==> src/design/bgd_pkg.sv <==
// Shared types and constants for the button gesture detector.
// No dependencies; imported by every module of the block.
package bgd_pkg;

   localparam int PIN_W   = 16;
   localparam int TICK_W  = 32;
   localparam int CNT_W   = 2;
   localparam int GEST_W  = 2;
   localparam int CSR_IDX_W = 4;
   localparam int CSR_DATA_W = 16;

   // register indexes on the csr port
   localparam logic [CSR_IDX_W-1:0] CSR_BUTTON_MASK  = CSR_IDX_W'(0);
   localparam logic [CSR_IDX_W-1:0] CSR_DEBOUNCE     = CSR_IDX_W'(1);
   localparam logic [CSR_IDX_W-1:0] CSR_LONG_PRESS   = CSR_IDX_W'(2);
   localparam logic [CSR_IDX_W-1:0] CSR_DOUBLE_CLICK = CSR_IDX_W'(3);

   localparam logic [CSR_DATA_W-1:0] BUTTON_MASK_RST  = 16'd0;
   localparam logic [CSR_DATA_W-1:0] DEBOUNCE_RST     = 16'd20;
   localparam logic [CSR_DATA_W-1:0] LONG_PRESS_RST   = 16'd500;
   localparam logic [CSR_DATA_W-1:0] DOUBLE_CLICK_RST = 16'd150;

   // gesture codes
   localparam logic [GEST_W-1:0] GEST_CLICK  = 2'd0;
   localparam logic [GEST_W-1:0] GEST_DOUBLE = 2'd1;
   localparam logic [GEST_W-1:0] GEST_LONG   = 2'd2;

   localparam logic [CNT_W-1:0] CLICK_SAT = 2'd3;
   localparam logic [CNT_W-1:0] CLICK_TWO = 2'd2;

   typedef struct packed {
      logic [PIN_W-1:0]      button_mask;
      logic [CSR_DATA_W-1:0] debounce_ticks;
      logic [CSR_DATA_W-1:0] long_press_ticks;
      logic [CSR_DATA_W-1:0] double_click_ticks;
   } cfg_type;

   typedef struct packed {
      logic [GEST_W-1:0] gesture;
      logic [PIN_W-1:0]  buttons;
   } result_type;

endpackage

==> src/design/bgd_csr.sv <==
// Configuration register file of the button gesture detector.
// Depends on bgd_pkg.
module bgd_csr import bgd_pkg::*; (
   input  logic                  clock,
   input  logic                  reset,
   input  logic                  csr_valid,
   output logic                  csr_ready,
   input  logic [CSR_IDX_W-1:0]  csr_index,
   input  logic [CSR_DATA_W-1:0] csr_wdata,
   output cfg_type               cfg
);

   cfg_type cfg_ff, cfg_in;

   assign csr_ready = 1'b1;
   assign cfg       = cfg_ff;

   always_comb begin
      cfg_in = cfg_ff;
      if (csr_valid) begin
         case (csr_index)
            CSR_BUTTON_MASK:  cfg_in.button_mask        = csr_wdata;
            CSR_DEBOUNCE:     cfg_in.debounce_ticks     = csr_wdata;
            CSR_LONG_PRESS:   cfg_in.long_press_ticks   = csr_wdata;
            CSR_DOUBLE_CLICK: cfg_in.double_click_ticks = csr_wdata;
            default:          cfg_in = cfg_ff; // drop writes beyond the list
         endcase
      end
   end

   always_ff @(posedge clock) begin
      if (reset) begin
         cfg_ff.button_mask        <= BUTTON_MASK_RST;
         cfg_ff.debounce_ticks     <= DEBOUNCE_RST;
         cfg_ff.long_press_ticks   <= LONG_PRESS_RST;
         cfg_ff.double_click_ticks <= DOUBLE_CLICK_RST;
      end else begin
         cfg_ff <= cfg_in;
      end
   end

endmodule

==> src/design/bgd_engine.sv <==
// Gesture state and single-pass update logic for one tick sample.
// Depends on bgd_pkg.
module bgd_engine import bgd_pkg::*; (
   input  logic             clock,
   input  logic             reset,
   input  logic             step,
   input  logic [PIN_W-1:0] pin_levels,
   input  cfg_type          cfg,
   output logic             report,
   output result_type       result
);

   localparam logic [1:0] ES_KEEP = 2'd0;
   localparam logic [1:0] ES_NOW  = 2'd1;
   localparam logic [1:0] ES_ZERO = 2'd2;

   logic [TICK_W-1:0] tick_ff, tick_in;
   logic [PIN_W-1:0]  pressed_ff, pressed_in;
   logic [PIN_W-1:0]  gset_ff, gset_in;
   logic [TICK_W-1:0] stamp_ff, stamp_in;
   logic [CNT_W-1:0]  clicks_ff, clicks_in;
   logic              long_ff, long_in;

   logic [PIN_W-1:0]  now_set;
   logic [TICK_W-1:0] elapsed;
   logic [TICK_W-1:0] gap;
   logic              changed;
   logic [CNT_W-1:0]  clicks_inc;
   logic [1:0]        stamp_sel;
   logic [PIN_W-1:0]  gset_mid;
   logic [TICK_W-1:0] stamp_mid;
   logic [CNT_W-1:0]  clicks_mid;

   always_comb begin
      tick_in    = tick_ff + TICK_W'(1);
      now_set    = cfg.button_mask & ~pin_levels;
      elapsed    = tick_in - stamp_ff;
      changed    = (now_set != pressed_ff) && (elapsed > TICK_W'(cfg.debounce_ticks));
      clicks_inc = (clicks_ff == CLICK_SAT) ? CLICK_SAT : clicks_ff + CNT_W'(1);

      pressed_in = pressed_ff;
      gset_mid   = gset_ff;
      clicks_mid = clicks_ff;
      long_in    = long_ff;
      stamp_sel  = ES_KEEP;

      if (changed) begin
         if (now_set > pressed_ff) begin
            // press starts: capture the set
            stamp_sel  = ES_NOW;
            pressed_in = now_set;
            gset_mid   = now_set;
         end else if (now_set == '0) begin
            // full release counts one more click
            clicks_mid = clicks_inc;
            pressed_in = '0;
            if (elapsed >= TICK_W'(cfg.long_press_ticks)) begin
               long_in   = 1'b1;
               stamp_sel = ES_ZERO;
            end else begin
               long_in   = 1'b0;
               stamp_sel = (clicks_inc > CNT_W'(1)) ? ES_ZERO : ES_NOW;
            end
         end else begin
            // partial release: restart timing only
            stamp_sel = ES_NOW;
         end
      end

      // quiet time against the updated stamp, picked without a second subtract
      case (stamp_sel)
         ES_NOW: begin
            stamp_mid = tick_in;
            gap       = '0;
         end
         ES_ZERO: begin
            stamp_mid = '0;
            gap       = tick_in;
         end
         default: begin
            stamp_mid = stamp_ff;
            gap       = elapsed;
         end
      endcase

      report = (gap > TICK_W'(cfg.double_click_ticks)) && (clicks_mid != '0);

      if (long_in)
         result.gesture = GEST_LONG;
      else if (clicks_mid == CLICK_TWO)
         result.gesture = GEST_DOUBLE;
      else
         result.gesture = GEST_CLICK;
      result.buttons = gset_mid;

      if (report) begin
         clicks_in = '0;
         stamp_in  = '0;
         gset_in   = '0;
      end else begin
         clicks_in = clicks_mid;
         stamp_in  = stamp_mid;
         gset_in   = gset_mid;
      end
   end

   always_ff @(posedge clock) begin
      if (reset) begin
         tick_ff    <= '0;
         pressed_ff <= '0;
         gset_ff    <= '0;
         stamp_ff   <= '0;
         clicks_ff  <= '0;
         long_ff    <= 1'b0;
      end else if (step) begin
         tick_ff    <= tick_in;
         pressed_ff <= pressed_in;
         gset_ff    <= gset_in;
         stamp_ff   <= stamp_in;
         clicks_ff  <= clicks_in;
         long_ff    <= long_in;
      end
   end

endmodule

==> src/design/button_gesture_detector_unit.sv <==
// Top level of the button gesture detector: input word register, gesture
// engine, result register and configuration port. Depends on bgd_pkg,
// bgd_csr and bgd_engine.
//
//   channel | direction | payload                               | handshake
//   req     | in        | tdata[15:0] pin_levels                | tvalid/tready
//   rsp     | out       | tdata[15:0] buttons, tuser[1:0] gesture | tvalid/tready
//   csr     | in        | index[3:0], wdata[15:0]               | valid/ready
//
// One word per cycle sustained while rsp is not stalled. A word is held in the
// input register; its result, if any, is then loaded into the result register
// and stays on rsp until taken. The state update is one pass of compares.
// Reset is synchronous and active high; it clears the state, the tick count
// and restores the configuration defaults.
// A stalled result holds the input register, which then drops req_tready.
module button_gesture_detector_unit import bgd_pkg::*; (
   input  logic                  clock,
   input  logic                  reset,
   // input words
   input  logic                  req_tvalid,
   output logic                  req_tready,
   input  logic [PIN_W-1:0]      req_tdata,   // [15:0] pin_levels
   // result words
   output logic                  rsp_tvalid,
   input  logic                  rsp_tready,
   output logic [PIN_W-1:0]      rsp_tdata,   // [15:0] buttons
   output logic [GEST_W-1:0]     rsp_tuser,   // [1:0] gesture
   // configuration writes
   input  logic                  csr_valid,
   output logic                  csr_ready,
   input  logic [CSR_IDX_W-1:0]  csr_index,
   input  logic [CSR_DATA_W-1:0] csr_wdata
);

   cfg_type cfg;

   logic             in_valid_ff, in_valid_in;
   logic [PIN_W-1:0] pins_ff, pins_in;
   logic             out_valid_ff, out_valid_in;
   result_type       out_ff, out_in;

   logic       out_free;
   logic       process;
   logic       req_take;
   logic       report;
   result_type result;

   bgd_csr u_csr (
      .clock     (clock),
      .reset     (reset),
      .csr_valid (csr_valid),
      .csr_ready (csr_ready),
      .csr_index (csr_index),
      .csr_wdata (csr_wdata),
      .cfg       (cfg)
   );

   bgd_engine u_engine (
      .clock      (clock),
      .reset      (reset),
      .step       (process),
      .pin_levels (pins_ff),
      .cfg        (cfg),
      .report     (report),
      .result     (result)
   );

   // Advance the held word whenever the result register can take a result,
   // whether or not this tick produces one.
   always_comb begin
      out_free   = !out_valid_ff || rsp_tready;
      process    = in_valid_ff && out_free;
      req_tready = !in_valid_ff || process;
      req_take   = req_tvalid && req_tready;

      if (req_take)
         in_valid_in = 1'b1;
      else if (process)
         in_valid_in = 1'b0;
      else
         in_valid_in = in_valid_ff;
      pins_in = req_take ? req_tdata : pins_ff;

      // load a result when the tick reports; otherwise drop a taken one
      if (process)
         out_valid_in = report;
      else if (rsp_tready)
         out_valid_in = 1'b0;
      else
         out_valid_in = out_valid_ff;
      out_in = (process && report) ? result : out_ff;
   end

   always_ff @(posedge clock) begin
      if (reset) begin
         in_valid_ff  <= 1'b0;
         out_valid_ff <= 1'b0;
      end else begin
         in_valid_ff  <= in_valid_in;
         out_valid_ff <= out_valid_in;
      end
   end

   // payload registers, no reset needed
   always_ff @(posedge clock) begin
      pins_ff <= pins_in;
      out_ff  <= out_in;
   end

   assign rsp_tvalid = out_valid_ff;
   assign rsp_tdata  = out_ff.buttons;
   assign rsp_tuser  = out_ff.gesture;

endmodule

==> config.mk <==
export PLATFORM = sky130hd
export DESIGN_NAME = button_gesture_detector_unit
export DESIGN_NICKNAME = d
export VERILOG_FILES = /design/src/design/bgd_pkg.sv /design/src/design/bgd_csr.sv /design/src/design/bgd_engine.sv /design/src/design/button_gesture_detector_unit.sv
export SDC_FILE = /design/constraint.sdc
export NUM_CORES = 1
export LEC_CHECK = 0
export BUFFER_PORTS_ARGS = -buffer_cell sky130_fd_sc_hd__buf_2
export CORE_UTILIZATION = 60
export CTS_CLUSTER_DIAMETER = 200
export DETAILED_ROUTE_END_ITERATION = 8
export PLACE_DENSITY = 0.78
export SKIP_LAST_GASP = 1
export SLEW_MARGIN = 10
export SYNTH_ARGS = -nofsm -noshare
export SYNTH_HDL_FRONTEND = slang
export SYNTH_SLANG_ARGS = --single-unit
==> constraint.sdc <==
create_clock -name clock -period 22.5 [get_ports clock]
set_input_delay 1.125 -clock clock [delete_from_list [all_inputs] [get_ports clock]]
set_output_delay 1.125 -clock clock [all_outputs]
set_load 0.03 [all_outputs]
==> flow_metrics.tcl, run 1 <==
set metrics [dict create \
    synth_cells 1513 \
    postCtsSetupRepairBufs 0 \
    crit_arrival_ns 11.63 \
    ioPinCount 62 \
    ys_warn_count 0 \
    tightest_slew_ns 1.10 \
    synth_edf_count 34 \
    syn-num-nets 1653 \
    min_to "u_engine.gset_ff[2]$_SDFFE_PP0P_" \
    grt_pass1_vias 10113 \
    wirelength_mm 31.8 \
    cpPeakStageDelay_ns 1.06 \
    ys.flop_type "dfxtp_1" \
    hp-start "u_engine.gset_ff[2]$_SDFFE_PP0P_" \
    drt-initial-drc-count 927 \
    clk_pin_slew_ns 0.08 \
    crit_buf_inv 2 \
    leakage_nw 5.57 \
    antenna_found_initial 0 \
    ant_nets 0 \
    dieWidth_um 146 \
    nNetsFinal 1660 \
    fin_skew_ns 0.0183 \
    crit_family "simple AND/OR/NAND/NOR gates" \
    start_util_pct 61.6 \
    cts_tree "built" \
    cts.sinks 199 \
    end_kind "flip-flop" \
    cts_buffers 17 \
    relSlewSlack_pct 26.3 \
    area.growth.synth_to_final_pct 7.96 \
    drive_above_1_share_pct 10.1 \
    clkPwrFrac_pct 40.7 \
    cts_resized 0 \
    p_per_area_nw_per_um2 58.6 \
    r2r_slack_ns 11.24 \
    port-buffer-count 60 \
    hold_viol 0 \
    cts-htree-levels 4 \
    synthArstFlopShare_pct 0 \
    status "finished, final reports clean" \
    maxCapViolCount 0 \
    die_h_um 146 \
    whs_ns 0.446 \
    grtUsageTotal_pct 29.9 \
    power_switching_mw 0.230 \
    sequentialPowerShare_pct 46.4 \
    min_period_over_period_pct 50.1 \
    drt_drc_violations_left 0 \
    finalSetupTns_ns 0 \
    num_vias 10817 \
    clock_latency_ns 0.45 \
    cts-root-buf "clkbuf_16" \
    dp_hpwl_mm 23.7 \
    place_congestion 0.895 \
    fp.coreArea_um2 20300 \
    rsz0062_at_grt "false" \
    hold_buffers 0 \
    postSynthAreaPerCell_um2 8.26 \
    synth_seq_cells 199 \
    p_comb_share_pct 12.9 \
    r2r_end "u_engine.stamp_ff[18]$_SDFFE_PP0P_" \
    max_freq_ghz 0.0888 \
    worstPathRequired_ns 22.87 \
    cts.path.max_buffers 2 \
    n_antenna_cell 0 \
    gr-total-overflow 0 \
    start_kind "flip-flop" \
    setup_viol 0 \
    max-vdd-ir-drop_uv 54.9 \
    p_sw_share_pct 29.1 \
    wl_per_cell_um 17.7 \
    utilization_pct 66.5 \
    crit_top_cell "ha_1" \
    p_int_mw 0.561 \
    hp-class "reg2reg" \
    slew_viol_final 0 \
    fill_cells 1729 \
    hold_path_depth 2 \
    rows 52 \
    first_pass_iters 5 \
    vias_per_cell 6.00 \
    worst-r2r-cell-count 36 \
    criticalPathCategory "reg2reg" \
    seq_area_frac_synth_pct 34.6 \
    synth_cell_type_count 78 \
    die_area_um2 21400 \
    rr_startpoint "u_engine.tick_ff[0]$_SDFFE_PP0P_" \
    min_period_ns 11.26 \
    crit_fanout 32 \
    critical-path-slowest-cell "or4_2" \
    synth_area_um2 12500 \
    grt_max_degree 64 \
    grt_pass1_wl_mm 51.2 \
]
## area by class of cell
| type | count | area (um^2) | share of cell area, % |
|---|---|---|---|
| flip-flops and latches | 199 | 4320 | 32.1 |
| repair buffers | 65 | 340 | 2.52 |
| multi-input cells | 1075 | 7250 | 53.7 |
| clock buffers | 18 | 450 | 3.34 |
| clock inverters | 14 | 184 | 1.36 |
| inverters | 162 | 608 | 4.51 |
| well taps | 270 | 338 | 2.50 |
## synthesized netlist by cell type, drive strengths merged, types with 7 or more instances
master / count / share of area, %
nand2: 215 / 6.5
dfxtp: 165 / 26
inv: 162 / 4.9
a21oi: 118 / 4.7
ha: 98 / 9.8
nor2: 77 / 2.4
o21ai: 74 / 3.0
clkbuf: 51 / 1.6
o2bb2ai: 49 / 4.9
xnor2: 47 / 3.3
nand4: 37 / 1.9
edfxtp: 34 / 8.2
a21o: 32 / 1.9
xor2: 29 / 2.0
nand3: 28 / 1.2
buf: 26 / 1.2
nor3: 25 / 1.0
nor2b: 23 / 1.2
and3: 19 / 0.95
and2: 18 / 0.90
nor4: 18 / 1.2
a22oi: 17 / 1.0
o211ai: 16 / 1.1
or3: 14 / 0.70
nand2b: 13 / 0.65
a211oi: 12 / 0.76
and4: 10 / 0.70
o21a: 10 / 0.60
a31oi: 8 / 0.40
mux2i: 7 / 0.56
## cell families after synthesis
family	after synthesis	synth area share, %
xor+xnor	76	5.33
flops	199	34.6
simple gates	515	20.4
fa+ha+maj	99	9.97
mux	8	0.651
compound gates	376	21.4
buf+inv	239	7.60
other cells	1	0.0300
## cell usage in the layout (no fill, tap or decap), types with 16 or more instances in the layout
cell type	netlist	routed
nor2_1	76	75
o2bb2ai_1	19	19
edfxtp_1	34	34
inv_1	162	162
o2bb2ai_2	30	30
a21oi_1	118	118
ha_1	98	98
xor2_1	29	29
nor3_1	25	25
nand2_1	215	215
a21o_1	31	31
nor2b_1	23	23
nand3_1	27	27
a22oi_1	17	17
clkbuf_16	0	18
xnor2_1	47	47
buf_2	19	59
o21ai_0	72	72
nand4_1	37	37
and3_1	19	19
dfxtp_1	165	165
and2_1	16	16
## metal layers
metal | routed length [um] | GRT usage [%] | up-vias | part of all wire (%)
li1 | - | - | 5282 | -
met1 | 14700 | 41.5 | 5101 | 46
met2 | 14400 | 47.7 | 370 | 45
met3 | 1910 | 4.19 | 64 | 6.0
met4 | 819 | 10.2 | 0 | 2.6
met5 | 0 | 0 | - | 0
## flip-flops by register name (all words and copies together) (netlist names), 16 cells and up
register and count:
pins_ff 16, u_csr.cfg 64, u_engine.gset_ff 16, u_engine.tick_ff 32
rsp_tdata 16, u_engine.pressed_ff 16, u_engine.stamp_ff 32
## power groups by stage
stage | clock network [mW] | logic, mW | registers [mW]
floorplan | 0 | 0.0713 | 0.375
global placement | 0 | 0.0977 | 0.375
detailed placement | 0 | 0.0999 | 0.375
CTS | 0.323 | 0.100 | 0.367
global route | 0.339 | 0.112 | 0.367
finish | 0.322 | 0.102 | 0.367
## metrics by stage
| stage | instances | power [mW] | cell area [um^2] | setup slack [ns] |
|---|---|---|---|---|
| after global placement | 1771 | 0.473 | 12900 | 11.90 |
| after CTS | 1803 | 0.791 | 13500 | 11.47 |
| after floorplan | 1513 | 0.446 | 12500 | 13.92 |
| after detailed placement | 1771 | 0.475 | 12900 | 11.55 |
| after global routing | 1803 | 0.819 | 13500 | 10.37 |
| final | 1803 | 0.791 | 13500 | 11.24 |
## tightest hold or removal path: stages (launching register included)
cell	delay [ns]
dfxtp_1	0.30
inv_1	0.05
o2bb2ai_1	0.05
## worst max-delay path by stage
stage                     slack (ns)                                 end  cells past startpoint                              from
after floorplan                13.92  u_engine.stamp_ff[12]$_SDFFE_PP0P_                     42  u_engine.tick_ff[0]$_SDFFE_PP0P_
after global placement         11.90  u_engine.stamp_ff[21]$_SDFFE_PP0P_                     36  u_engine.tick_ff[0]$_SDFFE_PP0P_
after detailed placement       11.55  u_engine.stamp_ff[20]$_SDFFE_PP0P_                     36  u_engine.tick_ff[0]$_SDFFE_PP0P_
after CTS                      11.47  u_engine.stamp_ff[29]$_SDFFE_PP0P_                     36  u_engine.tick_ff[0]$_SDFFE_PP0P_
after global routing           10.37  u_engine.stamp_ff[18]$_SDFFE_PP0P_                     36  u_engine.tick_ff[0]$_SDFFE_PP0P_
final                          11.24  u_engine.stamp_ff[18]$_SDFFE_PP0P_                     36  u_engine.tick_ff[0]$_SDFFE_PP0P_
No activity file was read; power rests on OpenSTA's default activity.
==> run 2, diff against run 1 <==
Clock period 22.5 ns to 10.95 ns, I/O delays scaled along.
==> run 2 against run 1 <==
  * Global-route usage shrank 0.24 points
  * Cell count up 0.22%
  * Setup slack got worse by 11 ns
  * Largest cell class unchanged
  * Largest power group unchanged
==> flow_metrics.tcl, run 2 (synthesis gave the netlist of run 1 again) <==
set metrics [dict create \
    status "finished, final reports clean" \
    port-buffer-count 60 \
    whs_ns 0.276 \
    largest_reg_flops 64 \
    tightest_slew_ns 1.14 \
    dieWidth_um 146 \
    cts_buffers 17 \
    critical-path-slowest-cell "or4_4" \
    power_mw 1.60 \
    grt_pass1_vias 10066 \
    antenna_found_initial 0 \
    cts.sinks 199 \
    ioPinCount 62 \
    wl_per_cell_um 17.7 \
    max-vdd-ir-drop_uv 107 \
    end_kind "flip-flop" \
    criticalPathCategory "reg2reg" \
    gr-total-overflow 0 \
    hold_buffers 0 \
    first_pass_iters 6 \
    p_per_area_nw_per_um2 118 \
    cts-htree-levels 4 \
    p_comb_share_pct 13.4 \
    nNetsFinal 1664 \
    max_freq_ghz 0.0978 \
    p_int_mw 1.14 \
    fp.coreArea_um2 20300 \
    crit_arrival_ns 10.60 \
    relSlewSlack_pct 24.0 \
    crit_fanout 20 \
    grt_max_degree 85 \
    clk_pin_slew_ns 0.08 \
    dp_hpwl_mm 23.4 \
    cts-root-buf "clkbuf_16" \
    min_period_ns 10.23 \
    area.growth.synth_to_final_pct 8.27 \
    worstPathRequired_ns 11.33 \
    clock_latency_ns 0.45 \
    rows 52 \
    ant_nets 0 \
    crit_top_cell "ha_1" \
    final_cell_mix "nand2_1, dfxtp_1, inv_1, a21oi_1, ha_1" \
    finalSetupTns_ns 0 \
    place_congestion 0.932 \
    start_util_pct 61.6 \
    n_antenna_cell 0 \
    cpPeakStageDelay_ns 0.77 \
    rsz0062_at_grt "false" \
    fin_skew_ns 0.0124 \
    hold_viol 0 \
    sequentialPowerShare_pct 47.0 \
    start_kind "flip-flop" \
    p_sw_share_pct 28.9 \
    grtUsageTotal_pct 29.7 \
    power_switching_mw 0.464 \
    slew_viol_final 0 \
    drt-initial-drc-count 912 \
    drt_drc_violations_left 0 \
    clkPwrFrac_pct 39.6 \
    die_h_um 146 \
    min_period_over_period_pct 93.4 \
    setup_viol 0 \
    vias_per_cell 6.03 \
    grt_pass1_wl_mm 50.9 \
    drive_above_1_share_pct 10.6 \
    die_area_um2 21400 \
    cts_tree "built" \
    cts.path.max_buffers 2 \
    wirelength_mm 31.9 \
    hp-class "in2reg" \
    num_vias 10902 \
    final_common_cell "nand2_1" \
    leakage_nw 5.59 \
    maxCapViolCount 0 \
]
==> run 2: worst paths after layout <==
check | start | endpoint | slack (ns) | cells past startpoint
worst max-delay path | u_engine.tick_ff[0]$_SDFFE_PP0P_ | u_engine.stamp_ff[31]$_SDFFE_PP0P_ | 0.72 | 39
worst min-delay path | req_tdata[7] | pins_ff[7]$_DFFE_PP_ | 0.28 | 1
worst max register to register | u_engine.tick_ff[0]$_SDFFE_PP0P_ | u_engine.stamp_ff[31]$_SDFFE_PP0P_ | 0.72 | 39
worst min register to register | u_engine.gset_ff[4]$_SDFFE_PP0P_ | u_engine.gset_ff[4]$_SDFFE_PP0P_ | 0.45 | 2
==> run 2: cell type report <==
cell class | instances | area [um^2]
clock buffer | 18 | 429
tap | 270 | 338
inverter | 162 | 608
timing repair buffer | 68 | 363
multi-input combinational | 1076 | 7290
fill | 1693 | 6770
clock inverter | 14 | 180
sequential | 199 | 4320
==> run 2: layer usage <==
layer	GRT usage, %	wire, um	vias up
met5	0	0	-
li1	-	-	5301
met2	46.4	14400	381
met4	10.7	817	0
met3	4.97	1940	61
met1	41.2	14800	5159
==> run 2: critical path: cells and delay by family, from the launching register on <==
kind / cells / cell delay, ns
buffers and inverters: 3 / 0.34
AO/OA/AOI/OAI: 17 / 3.35
adder cells (fa/ha/maj): 5 / 1.56
XOR/XNOR: 2 / 0.75
AND/OR/NAND/NOR: 12 / 3.67
flip-flops: 1 / 0.47
==> run 2: repair_timing <==
item / CTS / global route
resized for setup: 0 / 7
endpoints found under the setup margin: 0 / 67
buffers inserted: 0 / 0
==> run 2: power groups by stage <==
stage	Clock, mW	Sequential [mW]	Combinational (mW)
after floorplan	0	0.771	0.147
after global placement	0	0.771	0.202
after detailed placement	0	0.771	0.207
after CTS	0.642	0.754	0.209
after global routing	0.670	0.755	0.234
final	0.634	0.754	0.215
==> run 2: stage by stage <==
| stage | util [%] | setup slack, ns | cells | area [um^2] |
|---|---|---|---|---|
| 2_1_floorplan | - | 2.37 | 1513 | 12500 |
| 3_3_place_gp | 63.4 | 0.672 | 1774 | 12900 |
| 3_5_place_dp | 63.4 | 0.304 | 1774 | 12900 |
| 4_1_cts | 66.5 | 0.196 | 1806 | 13500 |
| 5_1_grt | 66.7 | 0.0325 | 1807 | 13500 |
| 6_report | 66.7 | 0.722 | 1807 | 13500 |
